===== src/design/mecanum_field_oriented_wheel_speeds_macros.svh =====
// Assertion helpers shared by the mecanum wheel speed block.
// Every user has clk and rst_n in scope; checks are off while in reset.
`ifndef MECANUM_FIELD_ORIENTED_WHEEL_SPEEDS_MACROS_SVH
`define MECANUM_FIELD_ORIENTED_WHEEL_SPEEDS_MACROS_SVH

// Consequent must hold in the same cycle as the antecedent.
`define MFOWS_ASSERT_SAME(lbl, ante, cons, msg) \
    lbl: assert property (@(posedge clk) disable iff (!rst_n) (ante) |-> (cons)) \
        else $error(msg);

// Consequent must hold in the cycle after the antecedent.
`define MFOWS_ASSERT_NEXT(lbl, ante, cons, msg) \
    lbl: assert property (@(posedge clk) disable iff (!rst_n) (ante) |=> (cons)) \
        else $error(msg);

`endif


===== src/design/mfows_pkg.sv =====
`timescale 1ns / 1ps
`default_nettype none

package mfows_pkg;

    // sine table, one full turn
    localparam int SINE_TABLE_SIZE = 512;
    localparam int SINE_AW = $clog2(SINE_TABLE_SIZE);
    localparam int HALF_N = SINE_TABLE_SIZE / 2;
    localparam int HALF_AW = $clog2(HALF_N);
    localparam int ANG_W = 16;
    localparam int FRAC_W = 16;
    localparam int POS_W = ANG_W + SINE_AW;

    // field widths
    localparam int VX_W = 14;
    localparam int VY_W = 14;
    localparam int WZ_W = 16;
    localparam int OUT_W = 24;
    localparam int ARM_W = 11;
    localparam int INV_W = 13;
    localparam int Q15_W = 16;

    // APB
    localparam int ADDR_W = 4;
    localparam int DATA_W = 32;

    // datapath widths
    localparam int DPROD_W = Q15_W + 1 + FRAC_W;
    localparam int RND_W = DPROD_W + 1;
    localparam int SC_W = Q15_W + 2;
    localparam int PROD_W = VX_W + Q15_W;
    localparam int ROT_W = PROD_W + 1;
    localparam int AW_W = ARM_W + WZ_W;
    localparam int TERM_W = ROT_W + 1;
    localparam int Q15_SHIFT = 15;
    localparam int SUM_W = 44;
    localparam int SPLIT = 21;
    localparam int HI_W = SUM_W - SPLIT;
    localparam int PLO_W = SPLIT + INV_W;
    localparam int PHI_W = HI_W + INV_W + 1;
    localparam int TOT_W = 58;
    localparam int OUT_SHIFT = 31;
    localparam int R_W = TOT_W - OUT_SHIFT;

    localparam int LATENCY = 9;
    localparam int N_WHEELS = 4;

    localparam logic [ANG_W-1:0] QUARTER_TURN = ANG_W'(16384);
    localparam logic signed [RND_W-1:0] ROUND_Q16 = RND_W'(32768);
    localparam logic signed [TOT_W-1:0] ROUND_Q31 = TOT_W'(64'sd1 <<< (OUT_SHIFT - 1));
    localparam logic signed [SUM_W-1:0] TERM_SCALE = SUM_W'(1000);
    localparam logic signed [R_W-1:0] SAT_HI = R_W'((2 ** (OUT_W - 1)) - 1);
    localparam logic signed [R_W-1:0] SAT_LO = R_W'(-(2 ** (OUT_W - 1)));
    localparam logic signed [OUT_W-1:0] OUT_MAX = OUT_W'((2 ** (OUT_W - 1)) - 1);
    localparam logic signed [OUT_W-1:0] OUT_MIN = OUT_W'(-(2 ** (OUT_W - 1)));

    localparam logic [ARM_W-1:0] FRONT_ARM_RST = ARM_W'(200);
    localparam logic [ARM_W-1:0] BACK_ARM_RST = ARM_W'(200);
    localparam logic [INV_W-1:0] INV_RADIUS_RST = INV_W'(862);

    localparam longint PI_Q30 = 64'sd3373259426;
    localparam longint HALF_PI_Q30 = PI_Q30 / 2;
    localparam longint Q30_ONE = 64'sd1 <<< 30;

    // ceil(2^48 / ((2n)(2n+1))) for n = 1..10; exact quotients for
    // dividends below 2^33
    localparam int SERIES_SHIFT = 48;
    localparam longint SERIES_ONE = 64'sd1 <<< SERIES_SHIFT;
    localparam longint SERIES_RECIP [10] = '{
        (SERIES_ONE + 5) / 6,     (SERIES_ONE + 19) / 20,   (SERIES_ONE + 41) / 42,
        (SERIES_ONE + 71) / 72,   (SERIES_ONE + 109) / 110, (SERIES_ONE + 155) / 156,
        (SERIES_ONE + 209) / 210, (SERIES_ONE + 271) / 272, (SERIES_ONE + 341) / 342,
        (SERIES_ONE + 419) / 420
    };

    typedef enum logic [1:0] {
        REG_FRONT_ARM  = 2'd0,
        REG_BACK_ARM   = 2'd1,
        REG_INV_RADIUS = 2'd2
    } reg_idx_t;

    typedef struct packed {
        logic [ARM_W-1:0] front_arm;
        logic [ARM_W-1:0] back_arm;
        logic [INV_W-1:0] inv_radius;
    } cfg_t;

    typedef struct packed {
        logic signed [VX_W-1:0] vx;
        logic signed [VY_W-1:0] vy;
        logic signed [WZ_W-1:0] wz;
    } cmd_t;

    typedef logic signed [Q15_W-1:0] sine_half_t [HALF_N];

    // exact Q30 Taylor series, folded into [-pi/2, pi/2]
    function automatic logic signed [Q15_W-1:0] sine_entry(input longint k);
        longint x;
        longint x2;
        longint term;
        longint sum;
        longint r;
        longint p;
        longint mag;
        longint q;
        logic [127:0] wide;
        x = (2 * PI_Q30 * k) / SINE_TABLE_SIZE;
        if (x > PI_Q30)
            x = x - 2 * PI_Q30;
        if (x > HALF_PI_Q30)
            x = PI_Q30 - x;
        else if (x < -HALF_PI_Q30)
            x = -PI_Q30 - x;
        x2 = (x * x) / Q30_ONE;
        term = x;
        sum = x;
        for (int n = 1; n <= 10; n++)
        begin
            // quotient truncated toward zero, then negated
            p = (term * x2) / Q30_ONE;
            mag = (p < 0) ? -p : p;
            wide = 128'(mag) * 128'(SERIES_RECIP[n - 1]);
            q = longint'(wide >> SERIES_SHIFT);
            term = (p < 0) ? q : -q;
            sum = sum + term;
        end
        r = (sum + ((sum >= 0) ? 64'sd16384 : -64'sd16384)) / 64'sd32768;
        if (r > 64'sd32767)
            r = 64'sd32767;
        if (r < -64'sd32767)
            r = -64'sd32767;
        return r[Q15_W-1:0];
    endfunction

    // even or odd entries, so idx and idx+1 always sit in different banks
    function automatic sine_half_t sine_half(input int odd);
        sine_half_t t;
        for (int i = 0; i < HALF_N; i++)
        begin
            t[i] = sine_entry(longint'(2 * i + odd));
        end
        return t;
    endfunction

    localparam sine_half_t SINE_EVEN = sine_half(0);
    localparam sine_half_t SINE_ODD = sine_half(1);

endpackage

`default_nettype wire


===== src/design/mfows_rotate.sv =====
`timescale 1ns / 1ps
`default_nettype none

// Two stages: the four rotation products and the arm times yaw-rate
// products, then the rotated vx and vy.
module mfows_rotate (
    input  logic                                clk,
    input  logic                                rst_n,
    input  mfows_pkg::cfg_t                     cfg,
    input  logic                                in_valid,
    input  mfows_pkg::cmd_t                     in_cmd,
    input  logic signed [mfows_pkg::Q15_W-1:0]  sin_q15,
    input  logic signed [mfows_pkg::Q15_W-1:0]  cos_q15,
    output logic                                out_valid,
    output logic signed [mfows_pkg::ROT_W-1:0]  vx_rot,
    output logic signed [mfows_pkg::ROT_W-1:0]  vy_rot,
    output logic signed [mfows_pkg::AW_W-1:0]   aw_front,
    output logic signed [mfows_pkg::AW_W-1:0]   aw_back
);
    import mfows_pkg::*;

    logic signed [VX_W-1:0]   vx;
    logic signed [VY_W-1:0]   vy;
    logic signed [WZ_W-1:0]   wz;
    logic signed [PROD_W-1:0] pxc_next;
    logic signed [PROD_W-1:0] pys_next;
    logic signed [PROD_W-1:0] pyc_next;
    logic signed [PROD_W-1:0] pxs_next;
    logic signed [AW_W-1:0]   awf_next;
    logic signed [AW_W-1:0]   awb_next;
    logic signed [PROD_W-1:0] pxc_reg;
    logic signed [PROD_W-1:0] pys_reg;
    logic signed [PROD_W-1:0] pyc_reg;
    logic signed [PROD_W-1:0] pxs_reg;
    logic signed [AW_W-1:0]   awf1_reg;
    logic signed [AW_W-1:0]   awb1_reg;
    logic signed [ROT_W-1:0]  vxr_next;
    logic signed [ROT_W-1:0]  vyr_next;
    logic signed [ROT_W-1:0]  vxr_reg;
    logic signed [ROT_W-1:0]  vyr_reg;
    logic signed [AW_W-1:0]   awf2_reg;
    logic signed [AW_W-1:0]   awb2_reg;
    logic                     v1_reg;
    logic                     v2_reg;

    assign vx = $signed(in_cmd.vx);
    assign vy = $signed(in_cmd.vy);
    assign wz = $signed(in_cmd.wz);

    always_comb
    begin
        pxc_next = PROD_W'(vx) * PROD_W'(cos_q15);
        pys_next = PROD_W'(vy) * PROD_W'(sin_q15);
        pyc_next = PROD_W'(vy) * PROD_W'(cos_q15);
        pxs_next = PROD_W'(vx) * PROD_W'(sin_q15);
        awf_next = $signed(AW_W'(cfg.front_arm)) * AW_W'(wz);
        awb_next = $signed(AW_W'(cfg.back_arm)) * AW_W'(wz);
    end

    always_comb
    begin
        vxr_next = ROT_W'(pxc_reg) - ROT_W'(pys_reg);
        vyr_next = ROT_W'(pyc_reg) + ROT_W'(pxs_reg);
    end

    always_ff @(posedge clk or negedge rst_n)
    begin
        if (!rst_n)
        begin
            v1_reg <= 1'b0;
            v2_reg <= 1'b0;
        end
        else
        begin
            v1_reg <= in_valid;
            v2_reg <= v1_reg;
        end
    end

    always_ff @(posedge clk)
    begin
        pxc_reg <= pxc_next;
        pys_reg <= pys_next;
        pyc_reg <= pyc_next;
        pxs_reg <= pxs_next;
        awf1_reg <= awf_next;
        awb1_reg <= awb_next;
        vxr_reg <= vxr_next;
        vyr_reg <= vyr_next;
        awf2_reg <= awf1_reg;
        awb2_reg <= awb1_reg;
    end

    assign out_valid = v2_reg;
    assign vx_rot = vxr_reg;
    assign vy_rot = vyr_reg;
    assign aw_front = awf2_reg;
    assign aw_back = awb2_reg;

endmodule

`default_nettype wire


===== config.mk =====
export PLATFORM = sky130hd
export DESIGN_NAME = mfows_rotate
export DESIGN_NICKNAME = d
export VERILOG_FILES = /design/src/design/mecanum_field_oriented_wheel_speeds_macros.svh /design/src/design/mfows_pkg.sv /design/src/design/mfows_rotate.sv
export SDC_FILE = /design/constraint.sdc
export NUM_CORES = 2
export LEC_CHECK = 0
export ABC_AREA = 0
export BUFFER_PORTS_ARGS = -buffer_cell sky130_fd_sc_hd__buf_2
export CORE_MARGIN = 3
export CORE_UTILIZATION = 50
export CTS_CLUSTER_SIZE = 16
export DETAILED_ROUTE_END_ITERATION = 16
export GPL_TIMING_DRIVEN = 0
export PLACE_DENSITY = 0.71
export SYNTH_ARGS = -nofsm -noshare
export SYNTH_HDL_FRONTEND = slang
export SYNTH_SLANG_ARGS = --single-unit

===== constraint.sdc =====
create_clock -name clk -period 3 [get_ports clk]
set_input_delay 0.6 -clock clk [delete_from_list [all_inputs] [get_ports clk]]
set_output_delay 0.6 -clock clk [all_outputs]
set_load 0.01 [all_outputs]

After elaboration in Yosys (flattened, before gate mapping)
Cells that the tools add are included.
Word-level totals
  flip-flop bits (word level): 292
  input port bits: 114
  output and inout bits: 117
  word-level logic and storage cells: 20
Cells by class
  $add $sub $neg: 2
  multiply operators: 6
Operator list (number)
  multiplier 14 x 16 -> 30 bit: 4
  multiplier 12 x 16 -> 27 bit: 2
  adder 30 x 30 -> 31 bit: 1
  subtractor 30 x 30 -> 31 bit: 1

Longest topological paths before layout
  depth in word-level cells: 1
  gate-level depth with buffers: 26
  depth with buffers taken out: 24

Least setup slack after synthesis
OpenSTA, ideal clock, no wires.
  path type: input to register
  start point: input cos_q15[15] in the netlist's numbering
  end point: register pxc_reg[28]
  setup time: 0.072 ns
  arrival time: 6.611 ns
  data required time: 2.928 ns
  path slack: -3.684 ns
  stages on the path: 20
  path buffers: 2
  cells stage by stage: clkbuf_1 -> clkbuf_1 -> nand2_1 -> fa_1 -> fa_1 -> inv_1 -> fa_1 -> fa_1 -> fa_1 -> inv_1 -> fa_1 -> inv_1 -> ha_1 -> a21o_1 -> o41a_1 -> or3_1 -> o211a_1 -> a2111o_1 -> a21oi_1 -> xnor2_1
Between the ends
  longest elaborated chain between the ends: 1
RTL lines
  start, declared: line mfows_rotate.sv:13  | input logic signed [mfows_pkg::Q15_W-1:0] cos_q15,
  multiplier 14 x 16 -> 30 bit: line mfows_rotate.sv:52  | pxc_next = PROD_W'(vx) * PROD_W'(cos_q15);
  via pxc_next[28]: line mfows_rotate.sv:25  | logic signed [PROD_W-1:0] pxc_next;
  end signal, assigned: line mfows_rotate.sv:82  | pxc_reg <= pxc_next;
  end, declared: line mfows_rotate.sv:31  | logic signed [PROD_W-1:0] pxc_reg;
The timed path passes the listed nets, and every way through them passes these cells.

Final worst setup path
  start point: input cos_q15[9] in the netlist's numbering
  end point: register pxc_reg[28]
Same word-level chain as after synthesis.

==> results by group <==
Global route
  • Initial antenna violation count: 16
  • GRT Util Overall: 29.47%
  • Largest net degree at the start of global routing: 15
  • Overflow after GRT: 0
  • Global-route wire length before repair: 253.7 mm
  • Vias in the first global route: 44920

Synthesis
  • Async set-reset flop share out of synthesis: 0.6849%
  • Netlist Area Pre-Place: 54920 um^2
  • Sequential fraction of the synthesis area: 10.66%
  • Count of yosys warnings during synthesis: 0
  • Seq cells post-synth: 292
  • Synth Flop Type: dfxtp_1
  • Post-synth EDFFs: 0
  • Post-synthesis cell count: 5882
  • Cell variety after synth: 70
  • Syn Area/Cell: 9.337 um^2
  • Post-Syn Nets: 7652

CTS
  • Clock buffer depth: 3
  • H-tree depth: 2
  • CTS Buf Count: 38
  • Clk Latency, worst-skew pair: 0.61 ns
  • CTS tree: yes
  • Worst-path clk slew: 0.06 ns
  • Root Buffer: clkbuf_16
  • CTS Sinks: 292

STA
  • Period utilization: 201.5%
  • Final setup fails: 156
  • Slew @ Worst Pin: 0.6046 ns
  • Unrepaired setup endpoints after global routing: yes
  • Clk_skew: 0.02139 ns
  • Fmax: 0.1655 GHz
  • Post-route minimum period: 6.044 ns
  • Post-route worst setup slack: -3.044 ns
  • Slew Limit Fails: 0
  • Slew margin rel.: 59.57%
  • Setup TNS Final: -278.02 ns
  • Fin. Hold Viols: 0

Routing
  • Residual DRC count: 0
  • Drt via density: 5.314
  • ANT nets after route: 0
  • Vias: 41610
  • Drt wl/cell: 20.88 um
  • DR iter-0 viols: 2654
  • Number of detailed-route iterations in the first pass: 6
  • Final WL: 163.5 mm

Placed design
  • Dpl hpwl: 128.1 mm
  • GP Congestion: 0.9884
  • Setup slack at placement: -4.719 ns
  • Placed insts: 7472
  • Port Buffers: 187

Final layout
  • Nets: 8158
  • Share of layout cells above drive strength 1: 21.10%
  • Area delta synth->final: 24.44%
  • Commonest non-fill, non-tap cells in the layout: 1358 x inv_1, 1149 x fa_1, 595 x and2_1, 559 x nand2_1, 366 x ha_1
  • Commonest non-fill, non-tap cell in the layout: inv_1
  • Post-Layout Cell Count: 7829

Floorplanning
  • Initial Util: 50.87%
  • Core ar.: 108000 um^2
  • Die ar.: 113800 um^2
  • Die width: 337.4 um
  • Row count: 120
  • I/O Pins: 231
  • Die height: 337.4 um

Outcome
  • Violated checks: negative setup slack
  • Status: complete, but fails checks

Min path
  • Type of the tightest min-delay check: in2reg

Critical path
  • Worst EP required: 3.49 ns
  • Arr. time, crit path: 6.53 ns
  • Setup crit end kind: register
  • Worst-path maximum fanout: 10
  • Startpoint types: input pin
  • Crit Path Class: in2reg

Run
  • Max Cap Violations: 0
final timing paths:
kind                       slack (ns)  cells past startpoint      endpoint          from
max                             -3.04                     23   pxc_reg[28]    cos_q15[9]
min                              0.10                      1        v1_reg      in_valid
max reg2reg                     -0.35                     12    vx_rot[28]    pxc_reg[0]
min reg2reg                      0.32                      0  aw_front[21]  awf1_reg[21]
max in group asynchronous        2.60                      2        v1_reg         rst_n
min in group asynchronous        0.29                      2     out_valid         rst_n
routing by layer:
layer	vias up	global-route usage, %	share of wire [%]
li1	18370	-	-
met1	21230	37.73	38
met2	1598	47.97	47
met3	402	6.174	9.0
met4	2	13.98	5.8
met5	-	0	0.0098
kinds of logic (layout without fill, tap and decap cells):
| kind of cell | count (synthesis) | in the layout | share of synthesized area, % |
|---|---|---|---|
| AND/OR/NAND/NOR | 1563 | 1563 | 14.36 |
| buffers and inverters | 1651 | 2187 | 11.28 |
| flip-flops | 292 | 292 | 10.66 |
| AO/OA/AOI/OAI | 481 | 481 | 5.833 |
| other | 0 | 8 | 0 |
| multiplexers | 1 | 1 | 0.01823 |
| XOR/XNOR | 238 | 238 | 3.796 |
| adder cells (fa/ha/maj) | 1656 | 1656 | 54.05 |
synthesized netlist by cell type, types with 28 or more instances:
library cell / n / area share (%)
nand3_1: 28 / 0.26
xor2_1: 53 / 0.85
nor2_1: 147 / 1.0
xnor2_1: 185 / 3.0
nand2_1: 602 / 4.1
clkbuf_1: 224 / 1.5
and2_1: 650 / 7.4
dfxtp_1: 290 / 11
a21oi_1: 152 / 1.4
ha_1: 462 / 11
o21ai_0: 60 / 0.55
a21o_1: 90 / 1.2
inv_1: 1420 / 9.7
fa_1: 1194 / 44
nand2b_1: 33 / 0.38
layout make-up:
cell class	instances	area [um^2]
Buffer	230	3950
Clock buffer	47	1066
Multi-Input combinational cell	3939	46260
Fill cell	8508	39610
Sequential cell	292	5856
Tap cell	1403	1755
Inverter	1420	5340
Clock inverter	23	274.0
Antenna cell	8	20.02
Timing Repair Buffer	467	3824
worst max-delay path, stage by stage:
cell and delay (ns):
clkbuf_16 0.15, clkbuf_16 0.18, and2_4 0.15, fa_1 0.52, inv_1 0.05, fa_1 0.47, inv_1 0.05, fa_1 0.49
fa_1 0.46, fa_1 0.52, inv_1 0.06, fa_1 0.49, inv_2 0.04, ha_4 0.23, a21o_1 0.19, a21oi_2 0.14
nor2b_1 0.06, a311o_2 0.38, and4b_2 0.30, o211a_1 0.25, a2111o_1 0.39, a21oi_4 0.19, xnor2_4 0.17
per-stage QoR:
stage,hold slack (ns),cell area [um^2],util [%]
after floorplan,0.3044,57640,-
after global placement,0.3099,60340,55.89
after detailed placement,0.3121,60340,55.89
after CTS,0.06417,66770,61.85
after global routing,0.08842,68330,63.30
final,0.1007,68340,63.31
timing repair:
action	in CTS	in global routing
endpoints found under the hold margin	2	0
gates cloned	1	1
pin swaps	240	214
setup endpoints to repair	155	160
resized for setup	767	261
setup buffers	198	94
hold buffers	1	0
Power is left out: the tool's default activity adds up to more than one toggle a clock period on the data nets, which glitch-free logic cannot reach.
