## src/design/mecanum_field_oriented_wheel_speeds_macros.svh

```systemverilog
// Assertion helpers shared by the mecanum wheel speed block.
// Every user has clk and rst_n in scope; checks are off while in reset.
`ifndef MECANUM_FIELD_ORIENTED_WHEEL_SPEEDS_MACROS_SVH
`define MECANUM_FIELD_ORIENTED_WHEEL_SPEEDS_MACROS_SVH

// Consequent must hold in the same cycle as the antecedent.
`define MFOWS_ASSERT_SAME(lbl, ante, cons, msg) \
    lbl: assert property (@(posedge clk) disable iff (!rst_n) (ante) |-> (cons)) \
        else $error(msg);

// Consequent must hold in the cycle after the antecedent.
`define MFOWS_ASSERT_NEXT(lbl, ante, cons, msg) \
    lbl: assert property (@(posedge clk) disable iff (!rst_n) (ante) |=> (cons)) \
        else $error(msg);

`endif

```

## src/design/mfows_pkg.sv

```systemverilog
`timescale 1ns / 1ps
`default_nettype none

package mfows_pkg;

    // sine table, one full turn
    localparam int SINE_TABLE_SIZE = 512;
    localparam int SINE_AW = $clog2(SINE_TABLE_SIZE);
    localparam int HALF_N = SINE_TABLE_SIZE / 2;
    localparam int HALF_AW = $clog2(HALF_N);
    localparam int ANG_W = 16;
    localparam int FRAC_W = 16;
    localparam int POS_W = ANG_W + SINE_AW;

    // field widths
    localparam int VX_W = 14;
    localparam int VY_W = 14;
    localparam int WZ_W = 16;
    localparam int OUT_W = 24;
    localparam int ARM_W = 11;
    localparam int INV_W = 13;
    localparam int Q15_W = 16;

    // APB
    localparam int ADDR_W = 4;
    localparam int DATA_W = 32;

    // datapath widths
    localparam int DPROD_W = Q15_W + 1 + FRAC_W;
    localparam int RND_W = DPROD_W + 1;
    localparam int SC_W = Q15_W + 2;
    localparam int PROD_W = VX_W + Q15_W;
    localparam int ROT_W = PROD_W + 1;
    localparam int AW_W = ARM_W + WZ_W;
    localparam int TERM_W = ROT_W + 1;
    localparam int Q15_SHIFT = 15;
    localparam int SUM_W = 44;
    localparam int SPLIT = 21;
    localparam int HI_W = SUM_W - SPLIT;
    localparam int PLO_W = SPLIT + INV_W;
    localparam int PHI_W = HI_W + INV_W + 1;
    localparam int TOT_W = 58;
    localparam int OUT_SHIFT = 31;
    localparam int R_W = TOT_W - OUT_SHIFT;

    localparam int LATENCY = 9;
    localparam int N_WHEELS = 4;

    localparam logic [ANG_W-1:0] QUARTER_TURN = ANG_W'(16384);
    localparam logic signed [RND_W-1:0] ROUND_Q16 = RND_W'(32768);
    localparam logic signed [TOT_W-1:0] ROUND_Q31 = TOT_W'(64'sd1 <<< (OUT_SHIFT - 1));
    localparam logic signed [SUM_W-1:0] TERM_SCALE = SUM_W'(1000);
    localparam logic signed [R_W-1:0] SAT_HI = R_W'((2 ** (OUT_W - 1)) - 1);
    localparam logic signed [R_W-1:0] SAT_LO = R_W'(-(2 ** (OUT_W - 1)));
    localparam logic signed [OUT_W-1:0] OUT_MAX = OUT_W'((2 ** (OUT_W - 1)) - 1);
    localparam logic signed [OUT_W-1:0] OUT_MIN = OUT_W'(-(2 ** (OUT_W - 1)));

    localparam logic [ARM_W-1:0] FRONT_ARM_RST = ARM_W'(200);
    localparam logic [ARM_W-1:0] BACK_ARM_RST = ARM_W'(200);
    localparam logic [INV_W-1:0] INV_RADIUS_RST = INV_W'(862);

    localparam longint PI_Q30 = 64'sd3373259426;
    localparam longint HALF_PI_Q30 = PI_Q30 / 2;
    localparam longint Q30_ONE = 64'sd1 <<< 30;

    // ceil(2^48 / ((2n)(2n+1))) for n = 1..10; exact quotients for
    // dividends below 2^33
    localparam int SERIES_SHIFT = 48;
    localparam longint SERIES_ONE = 64'sd1 <<< SERIES_SHIFT;
    localparam longint SERIES_RECIP [10] = '{
        (SERIES_ONE + 5) / 6,     (SERIES_ONE + 19) / 20,   (SERIES_ONE + 41) / 42,
        (SERIES_ONE + 71) / 72,   (SERIES_ONE + 109) / 110, (SERIES_ONE + 155) / 156,
        (SERIES_ONE + 209) / 210, (SERIES_ONE + 271) / 272, (SERIES_ONE + 341) / 342,
        (SERIES_ONE + 419) / 420
    };

    typedef enum logic [1:0] {
        REG_FRONT_ARM  = 2'd0,
        REG_BACK_ARM   = 2'd1,
        REG_INV_RADIUS = 2'd2
    } reg_idx_t;

    typedef struct packed {
        logic [ARM_W-1:0] front_arm;
        logic [ARM_W-1:0] back_arm;
        logic [INV_W-1:0] inv_radius;
    } cfg_t;

    typedef struct packed {
        logic signed [VX_W-1:0] vx;
        logic signed [VY_W-1:0] vy;
        logic signed [WZ_W-1:0] wz;
    } cmd_t;

    typedef logic signed [Q15_W-1:0] sine_half_t [HALF_N];

    // exact Q30 Taylor series, folded into [-pi/2, pi/2]
    function automatic logic signed [Q15_W-1:0] sine_entry(input longint k);
        longint x;
        longint x2;
        longint term;
        longint sum;
        longint r;
        longint p;
        longint mag;
        longint q;
        logic [127:0] wide;
        x = (2 * PI_Q30 * k) / SINE_TABLE_SIZE;
        if (x > PI_Q30)
            x = x - 2 * PI_Q30;
        if (x > HALF_PI_Q30)
            x = PI_Q30 - x;
        else if (x < -HALF_PI_Q30)
            x = -PI_Q30 - x;
        x2 = (x * x) / Q30_ONE;
        term = x;
        sum = x;
        for (int n = 1; n <= 10; n++)
        begin
            // quotient truncated toward zero, then negated
            p = (term * x2) / Q30_ONE;
            mag = (p < 0) ? -p : p;
            wide = 128'(mag) * 128'(SERIES_RECIP[n - 1]);
            q = longint'(wide >> SERIES_SHIFT);
            term = (p < 0) ? q : -q;
            sum = sum + term;
        end
        r = (sum + ((sum >= 0) ? 64'sd16384 : -64'sd16384)) / 64'sd32768;
        if (r > 64'sd32767)
            r = 64'sd32767;
        if (r < -64'sd32767)
            r = -64'sd32767;
        return r[Q15_W-1:0];
    endfunction

    // even or odd entries, so idx and idx+1 always sit in different banks
    function automatic sine_half_t sine_half(input int odd);
        sine_half_t t;
        for (int i = 0; i < HALF_N; i++)
        begin
            t[i] = sine_entry(longint'(2 * i + odd));
        end
        return t;
    endfunction

    localparam sine_half_t SINE_EVEN = sine_half(0);
    localparam sine_half_t SINE_ODD = sine_half(1);

endpackage

`default_nettype wire

```

## src/design/mfows_sincos.sv

```systemverilog
`timescale 1ns / 1ps
`default_nettype none
`include "mecanum_field_oriented_wheel_speeds_macros.svh"

// Three stages: table read, slope times fraction, round and add.
// Lane 0 is the sine, lane 1 the cosine (angle plus a quarter turn).
module mfows_sincos (
    input  logic                                clk,
    input  logic                                rst_n,
    input  logic                                in_valid,
    input  mfows_pkg::cmd_t                     in_cmd,
    input  logic [mfows_pkg::ANG_W-1:0]         yaw,
    output logic                                out_valid,
    output mfows_pkg::cmd_t                     out_cmd,
    output logic signed [mfows_pkg::Q15_W-1:0]  sin_q15,
    output logic signed [mfows_pkg::Q15_W-1:0]  cos_q15
);
    import mfows_pkg::*;

    logic [ANG_W-1:0]          ang [2];
    logic [POS_W-1:0]          pos [2];
    logic [SINE_AW-1:0]        idx [2];
    logic [HALF_AW-1:0]        half [2];
    logic [HALF_AW-1:0]        half_nxt [2];
    logic [HALF_AW-1:0]        even_addr [2];
    logic signed [Q15_W-1:0]   even_val [2];
    logic signed [Q15_W-1:0]   odd_val [2];
    logic signed [Q15_W-1:0]   a_next [2];
    logic signed [Q15_W-1:0]   b_next [2];
    logic [FRAC_W-1:0]         frac_next [2];
    logic signed [Q15_W-1:0]   a1_reg [2];
    logic signed [Q15_W-1:0]   b1_reg [2];
    logic [FRAC_W-1:0]         frac1_reg [2];
    logic signed [Q15_W:0]     diff [2];
    logic signed [DPROD_W-1:0] prod_next [2];
    logic signed [DPROD_W-1:0] prod2_reg [2];
    logic signed [Q15_W-1:0]   a2_reg [2];
    logic signed [RND_W-1:0]   rnd [2];
    logic signed [SC_W-1:0]    sc_full [2];
    logic signed [Q15_W-1:0]   sc_next [2];
    logic signed [Q15_W-1:0]   sc3_reg [2];
    cmd_t                      cmd1_reg;
    cmd_t                      cmd2_reg;
    cmd_t                      cmd3_reg;
    logic                      v1_reg;
    logic                      v2_reg;
    logic                      v3_reg;

    assign ang[0] = yaw;
    assign ang[1] = yaw + QUARTER_TURN;

    always_comb
    begin
        for (int j = 0; j < 2; j++)
        begin
            pos[j] = POS_W'(ang[j]) * POS_W'(SINE_TABLE_SIZE);
            idx[j] = pos[j][POS_W-1:FRAC_W];
            frac_next[j] = pos[j][FRAC_W-1:0];
            half[j] = idx[j][SINE_AW-1:1];
            half_nxt[j] = (half[j] == HALF_AW'(HALF_N - 1)) ? '0 : half[j] + 1'b1;
            // odd index: the next entry is the following even one
            even_addr[j] = idx[j][0] ? half_nxt[j] : half[j];
            even_val[j] = SINE_EVEN[even_addr[j]];
            odd_val[j] = SINE_ODD[half[j]];
            a_next[j] = idx[j][0] ? odd_val[j] : even_val[j];
            b_next[j] = idx[j][0] ? even_val[j] : odd_val[j];
        end
    end

    always_comb
    begin
        for (int j = 0; j < 2; j++)
        begin
            diff[j] = (Q15_W + 1)'(b1_reg[j]) - (Q15_W + 1)'(a1_reg[j]);
            prod_next[j] = DPROD_W'(diff[j]) * $signed(DPROD_W'(frac1_reg[j]));
        end
    end

    always_comb
    begin
        for (int j = 0; j < 2; j++)
        begin
            rnd[j] = RND_W'(prod2_reg[j]) + ROUND_Q16;
            sc_full[j] = SC_W'(a2_reg[j]) + $signed(rnd[j][RND_W-1:FRAC_W]);
            sc_next[j] = sc_full[j][Q15_W-1:0];
        end
    end

    always_ff @(posedge clk or negedge rst_n)
    begin
        if (!rst_n)
        begin
            v1_reg <= 1'b0;
            v2_reg <= 1'b0;
            v3_reg <= 1'b0;
        end
        else
        begin
            v1_reg <= in_valid;
            v2_reg <= v1_reg;
            v3_reg <= v2_reg;
        end
    end

    always_ff @(posedge clk)
    begin
        for (int j = 0; j < 2; j++)
        begin
            a1_reg[j] <= a_next[j];
            b1_reg[j] <= b_next[j];
            frac1_reg[j] <= frac_next[j];
            prod2_reg[j] <= prod_next[j];
            a2_reg[j] <= a1_reg[j];
            sc3_reg[j] <= sc_next[j];
        end
        cmd1_reg <= in_cmd;
        cmd2_reg <= cmd1_reg;
        cmd3_reg <= cmd2_reg;
    end

    assign out_valid = v3_reg;
    assign out_cmd = cmd3_reg;
    assign sin_q15 = sc3_reg[0];
    assign cos_q15 = sc3_reg[1];

    // interpolation never leaves the span of the two table entries
    `MFOWS_ASSERT_SAME(a_sincos_range, v3_reg, (sin_q15 >= -16'sd32767) && (cos_q15 >= -16'sd32767) && (sin_q15 != 16'sh8000) && (cos_q15 != 16'sh8000), "interpolated sine or cosine out of Q1.15 range")

endmodule

`default_nettype wire

```

## config.mk

```make
export PLATFORM = sky130hd
export DESIGN_NAME = mfows_sincos
export DESIGN_NICKNAME = d
export VERILOG_FILES = /design/src/design/mfows_pkg.sv /design/src/design/mfows_sincos.sv
export VERILOG_INCLUDE_DIRS = /design/src /design/src/design
export SDC_FILE = /design/constraint.sdc
export NUM_CORES = 2
export LEC_CHECK = 0
export ABC_CLOCK_PERIOD_IN_PS = 7800
export CORE_ASPECT_RATIO = 1.2
export CORE_MARGIN = 2
export CORE_UTILIZATION = 44
export CTS_BUF_LIST = sky130_fd_sc_hd__clkbuf_8
export CTS_CLUSTER_SIZE = 10
export DETAILED_ROUTE_END_ITERATION = 8
export DONT_BUFFER_PORTS = 1
export PLACE_DENSITY = 0.69
export SYNTH_ARGS = -nofsm -noshare
export SYNTH_HDL_FRONTEND = slang
export SYNTH_SLANG_ARGS = --single-unit
```

## constraint.sdc

```tcl
create_clock -name clk -period 7.8 [get_ports clk]
set_input_delay 0.39 -clock clk [delete_from_list [all_inputs] [get_ports clk]]
set_output_delay 0.39 -clock clk [all_outputs]
set_load 0.05 [all_outputs]
```

* Word-level counts from Yosys, hierarchy flattened
Memories as Yosys holds them, arrays and structs flattened. Index checks and enable logic that the tools add are counted.
Operators by class: multipliers 2, mux-type cells 16, add/subtract/negate cells 9, equal/unequal tests 2, order comparisons 4, bitwise logic cells 4
Operators by type and width (count):
- $mux 16 | 12
- $mul 17x17->33 | 2
- $add 32x17->32 const B | 2
- $ge 9x9->1 const B | 4
- $not 8->9 | 4
- $sub 16x16->17 | 2
- $add 16x16->16 | 2
- $mux 8 | 4
- $add 16x15->16 const B | 1
- $add 8x1->8 const B | 2
- $eq 8x8->1 const B | 2
Storage, ports and cells: memories kept 10, input bits 63, memory bits (writable) 208, memory bits (read-only) 16384, output and inout port bits 77, logic and storage cells 59, flip-flop bits (word level) 135
Memory list:
- (name not given) | depth 256, width 16, rd ports 1, clocked after Yosys merged registers in 0, write ports 0, RTL line mfows_sincos.sv:64 | odd_val[j] = SINE_ODD[half[j]];
- (name not given) | depth 256, width 16, rd ports 1, clocked after Yosys merged registers in 0, write ports 0, RTL line mfows_sincos.sv:63 | even_val[j] = SINE_EVEN[even_addr[j]];
- (name not given) | depth 256, width 16, rd ports 1, clocked after Yosys merged registers in 0, write ports 0, RTL line mfows_sincos.sv:64
- (name not given) | depth 256, width 16, rd ports 1, clocked after Yosys merged registers in 0, write ports 0, RTL line mfows_sincos.sv:63
- prod2_reg | depth 2, width 33, rd ports 2, clocked after Yosys merged registers in 0, write ports 2, RTL line mfows_sincos.sv:36 | logic signed [DPROD_W-1:0] prod2_reg [2];
- a1_reg | depth 2, width 16, rd ports 2, clocked after Yosys merged registers in 0, write ports 2, RTL line mfows_sincos.sv:31 | logic signed [Q15_W-1:0] a1_reg [2];
- +4 memories

* Longest topological paths before layout
depth in word-level cells 9, gate-level depth with buffers 29, mapped depth without buffers 29

* Worst setup path before layout
No wires, ideal clock.
path kind reg-to-reg, start memory a1_reg[0][1], end memory prod2_reg[0][30] (netlist name), period minus slack after synthesis 6.463 ns, data required time 7.694 ns, library setup time 0.106 ns, data arrival time 6.357 ns, buffers on the path 0, cell stages (with the launch flop) 28, path slack 1.337 ns, path through dfxtp_1 inv_1 ha_1 nor2b_1 o21ai_0 a21boi_0 o21ai_0 a211oi_1 a31oi_1 xnor2_1 nand2_1 fa_1 inv_1 fa_1 fa_1 inv_1 fa_1 inv_1 ha_1 ha_1 ha_1 inv_1 o21bai_1 nand4_1 and3_1 or4_1 a21bo_2 o311ai_0
RTL lines (RTL line):
- start: declaration | mfows_sincos.sv:31
- end: declaration | mfows_sincos.sv:36

==> results.cfg <==
[die]
core.rowCount = 110
initial_core_util = 0.445
coreArea_um2 = 75100
io_pins = 140
die_w_um = 256
chipHeight_um = 306
fp.dieArea_um2 = 78200

[sta]
setup_viol = 0
timing.final.ws_setup_ns = 0.665
hold_viol_final = 0
skew_ns = 0.0278
max_freq_ghz = 0.140
rsz0062_at_grt = no
whs_ns = 0.0683
tns_ns = 0
fin_crit_ns = 7.13
relSlewSlack = -0.0116
slew_violations = 7
tightest_slew_ns = 1.51
finalCritPeriodShare = 0.915

[logic_synthesis]
synth-seq-area-share = 0.183
syn_nets = 4757
yosysMostFrequentCell = inv_1
synth_top_cell_area_share = 0.180
synth_common_cells = inv_1, a21oi_1, dfxtp_1
ys_ff_latch = 304
syn_area_per_cell_um2 = 7.92
async_flop_share = 0.00987
synthFlopType = dfxtp_1
synth_top_cell_by_area = dfxtp_1
syn-instance-count = 4220
synth_area_leaders = dfxtp_1, ha_1, fa_1
synth_cell_type_count = 93
syn_area_um2 = 33400
yosys_warnings = 0
synth_edf_count = 0

[grt]
grt_pass1_wl_mm = 231
grt_use_total = 0.389
grt-ovfl-total = 0
antenna_found_initial = 10
grt_pass1_vias = 34700
grt_max_degree = 131

[clocking]
cts-htree-levels = 2
root_buffer = clkbuf_8
cts_buffers = 39
cts_tree = built
worstSkewPairLatency_ns = 0.60
cts_sinks = 304
ctsLongestPathBuffers = 3
clkTransAtPathRegs_ns = 0.07

[critical_path]
cp_common_cell = inv_1
crit_arrival_ns = 7.62
critPathSlowestCell = fa_1
worst-path-buf-inv = 5
end_kind = register
crit_fanout = 7
critical_path_class = register to register
slowest_delay_ns = 0.55
crit_family = adder cells
critPathRequiredTime_ns = 8.29
critPathLaunchType = register

[run_status]
violations = capacitance limit, slew limit
status = finished with violations

[cells_and_area]
syn_to_final_growth_pct = 7.63
final_core_util = 0.479
layout.nets = 4681
drive_gt1_frac = 0.0771

[flow_run]
cap_violations = 1

[route]
wl_mm = 157
drtPass1Iterations = 7
wl_per_cell_um = 30.4
route.detailed.drc = 0
detailroute.via_count = 35500
ant_nets = 0
viasPerCell = 6.85
drt_iter0_markers = 5578

[placement]
gp_congestion = 1.07
dp_slack_ns = 0.683
hpwl_mm = 111
io_buffers = 0

[worst_hold_path]
hp-class = input pin to async pin
path summary, 6_finish.rpt:
path,startpoint,end,slack [ns],cells after the start
min reg2reg,cmd1_reg[14],cmd2_reg[14],0.32,0
max,a1_reg[0][1],prod2_reg[0][30],0.67,27
min,rst_n,v1_reg,0.07,1
max reg2reg,a1_reg[0][1],prod2_reg[0][30],0.67,27
max in group asynchronous,rst_n,out_valid,7.57,1
min in group clk,yaw[7],b1_reg[0][1],0.07,1
cells by family (layout without fill, tap and decap cells):
group | count (synthesis) | count (layout) | share of synthesized area
buffers and inverters | 684 | 629 | 0.0811
and+or+nand+nor | 1215 | 1215 | 0.183
xor gates and xnor gates | 136 | 136 | 0.0359
other | 0 | 5 | 0
DFF | 304 | 304 | 0.183
adders and majority gates | 475 | 475 | 0.217
AOI/OAI and AO/OA | 1348 | 1348 | 0.270
muxes | 58 | 58 | 0.0305
cells in the final DEF (no fill, tap or decap), drive strengths merged, types with 85 or more instances in the layout:
| cell | synthesis | routed |
|---|---|---|
| o211ai | 85 | 85 |
| buf | 128 | 150 |
| nand3 | 143 | 143 |
| nand2 | 261 | 261 |
| ha | 300 | 300 |
| nor3 | 133 | 133 |
| inv | 358 | 364 |
| o21ai | 281 | 281 |
| dfxtp | 301 | 301 |
| fa | 174 | 174 |
| nor2 | 244 | 244 |
| and2 | 184 | 184 |
| xnor2 | 96 | 96 |
| a31oi | 90 | 90 |
| a21oi | 311 | 311 |
per-layer routing:
layer  vias to the layer above  part of all wire  global-route usage
met4                        12             0.095               0.300
met3                       824              0.11               0.109
met5                         -           0.00055                   0
li1                      15200                 -                   -
met2                      2585              0.43               0.602
met1                     16900              0.36               0.456
what timing repair did:
action                    in CTS  in global routing
gates resized for setup        0                  0
hold endpoints to repair      84                  0
hold buffers                  56                  0
buffers inserted               0                  0
stage by stage:
step                      std cells  cell area, µm²
after floorplan                4220           33400
after global placement         5055           34600
after detailed placement       5055           34600
after CTS                      5173           36000
after global routing           5174           36000
final                          5178           36000
final cells by class:
| type | instances | area, µm² |
|---|---|---|
| sequential | 304 | 6100 |
| clock buffer | 52 | 716 |
| fill | 7453 | 39200 |
| clock inverter | 10 | 48.8 |
| tap | 1008 | 1260 |
| inverter | 362 | 1360 |
| antenna | 5 | 12.5 |
| timing repair buffer | 205 | 1730 |
| multi-input combinational | 3232 | 24700 |
Power is left out: the tool's default activity adds up to more than one toggle a clock period on the data nets, which glitch-free logic cannot reach.
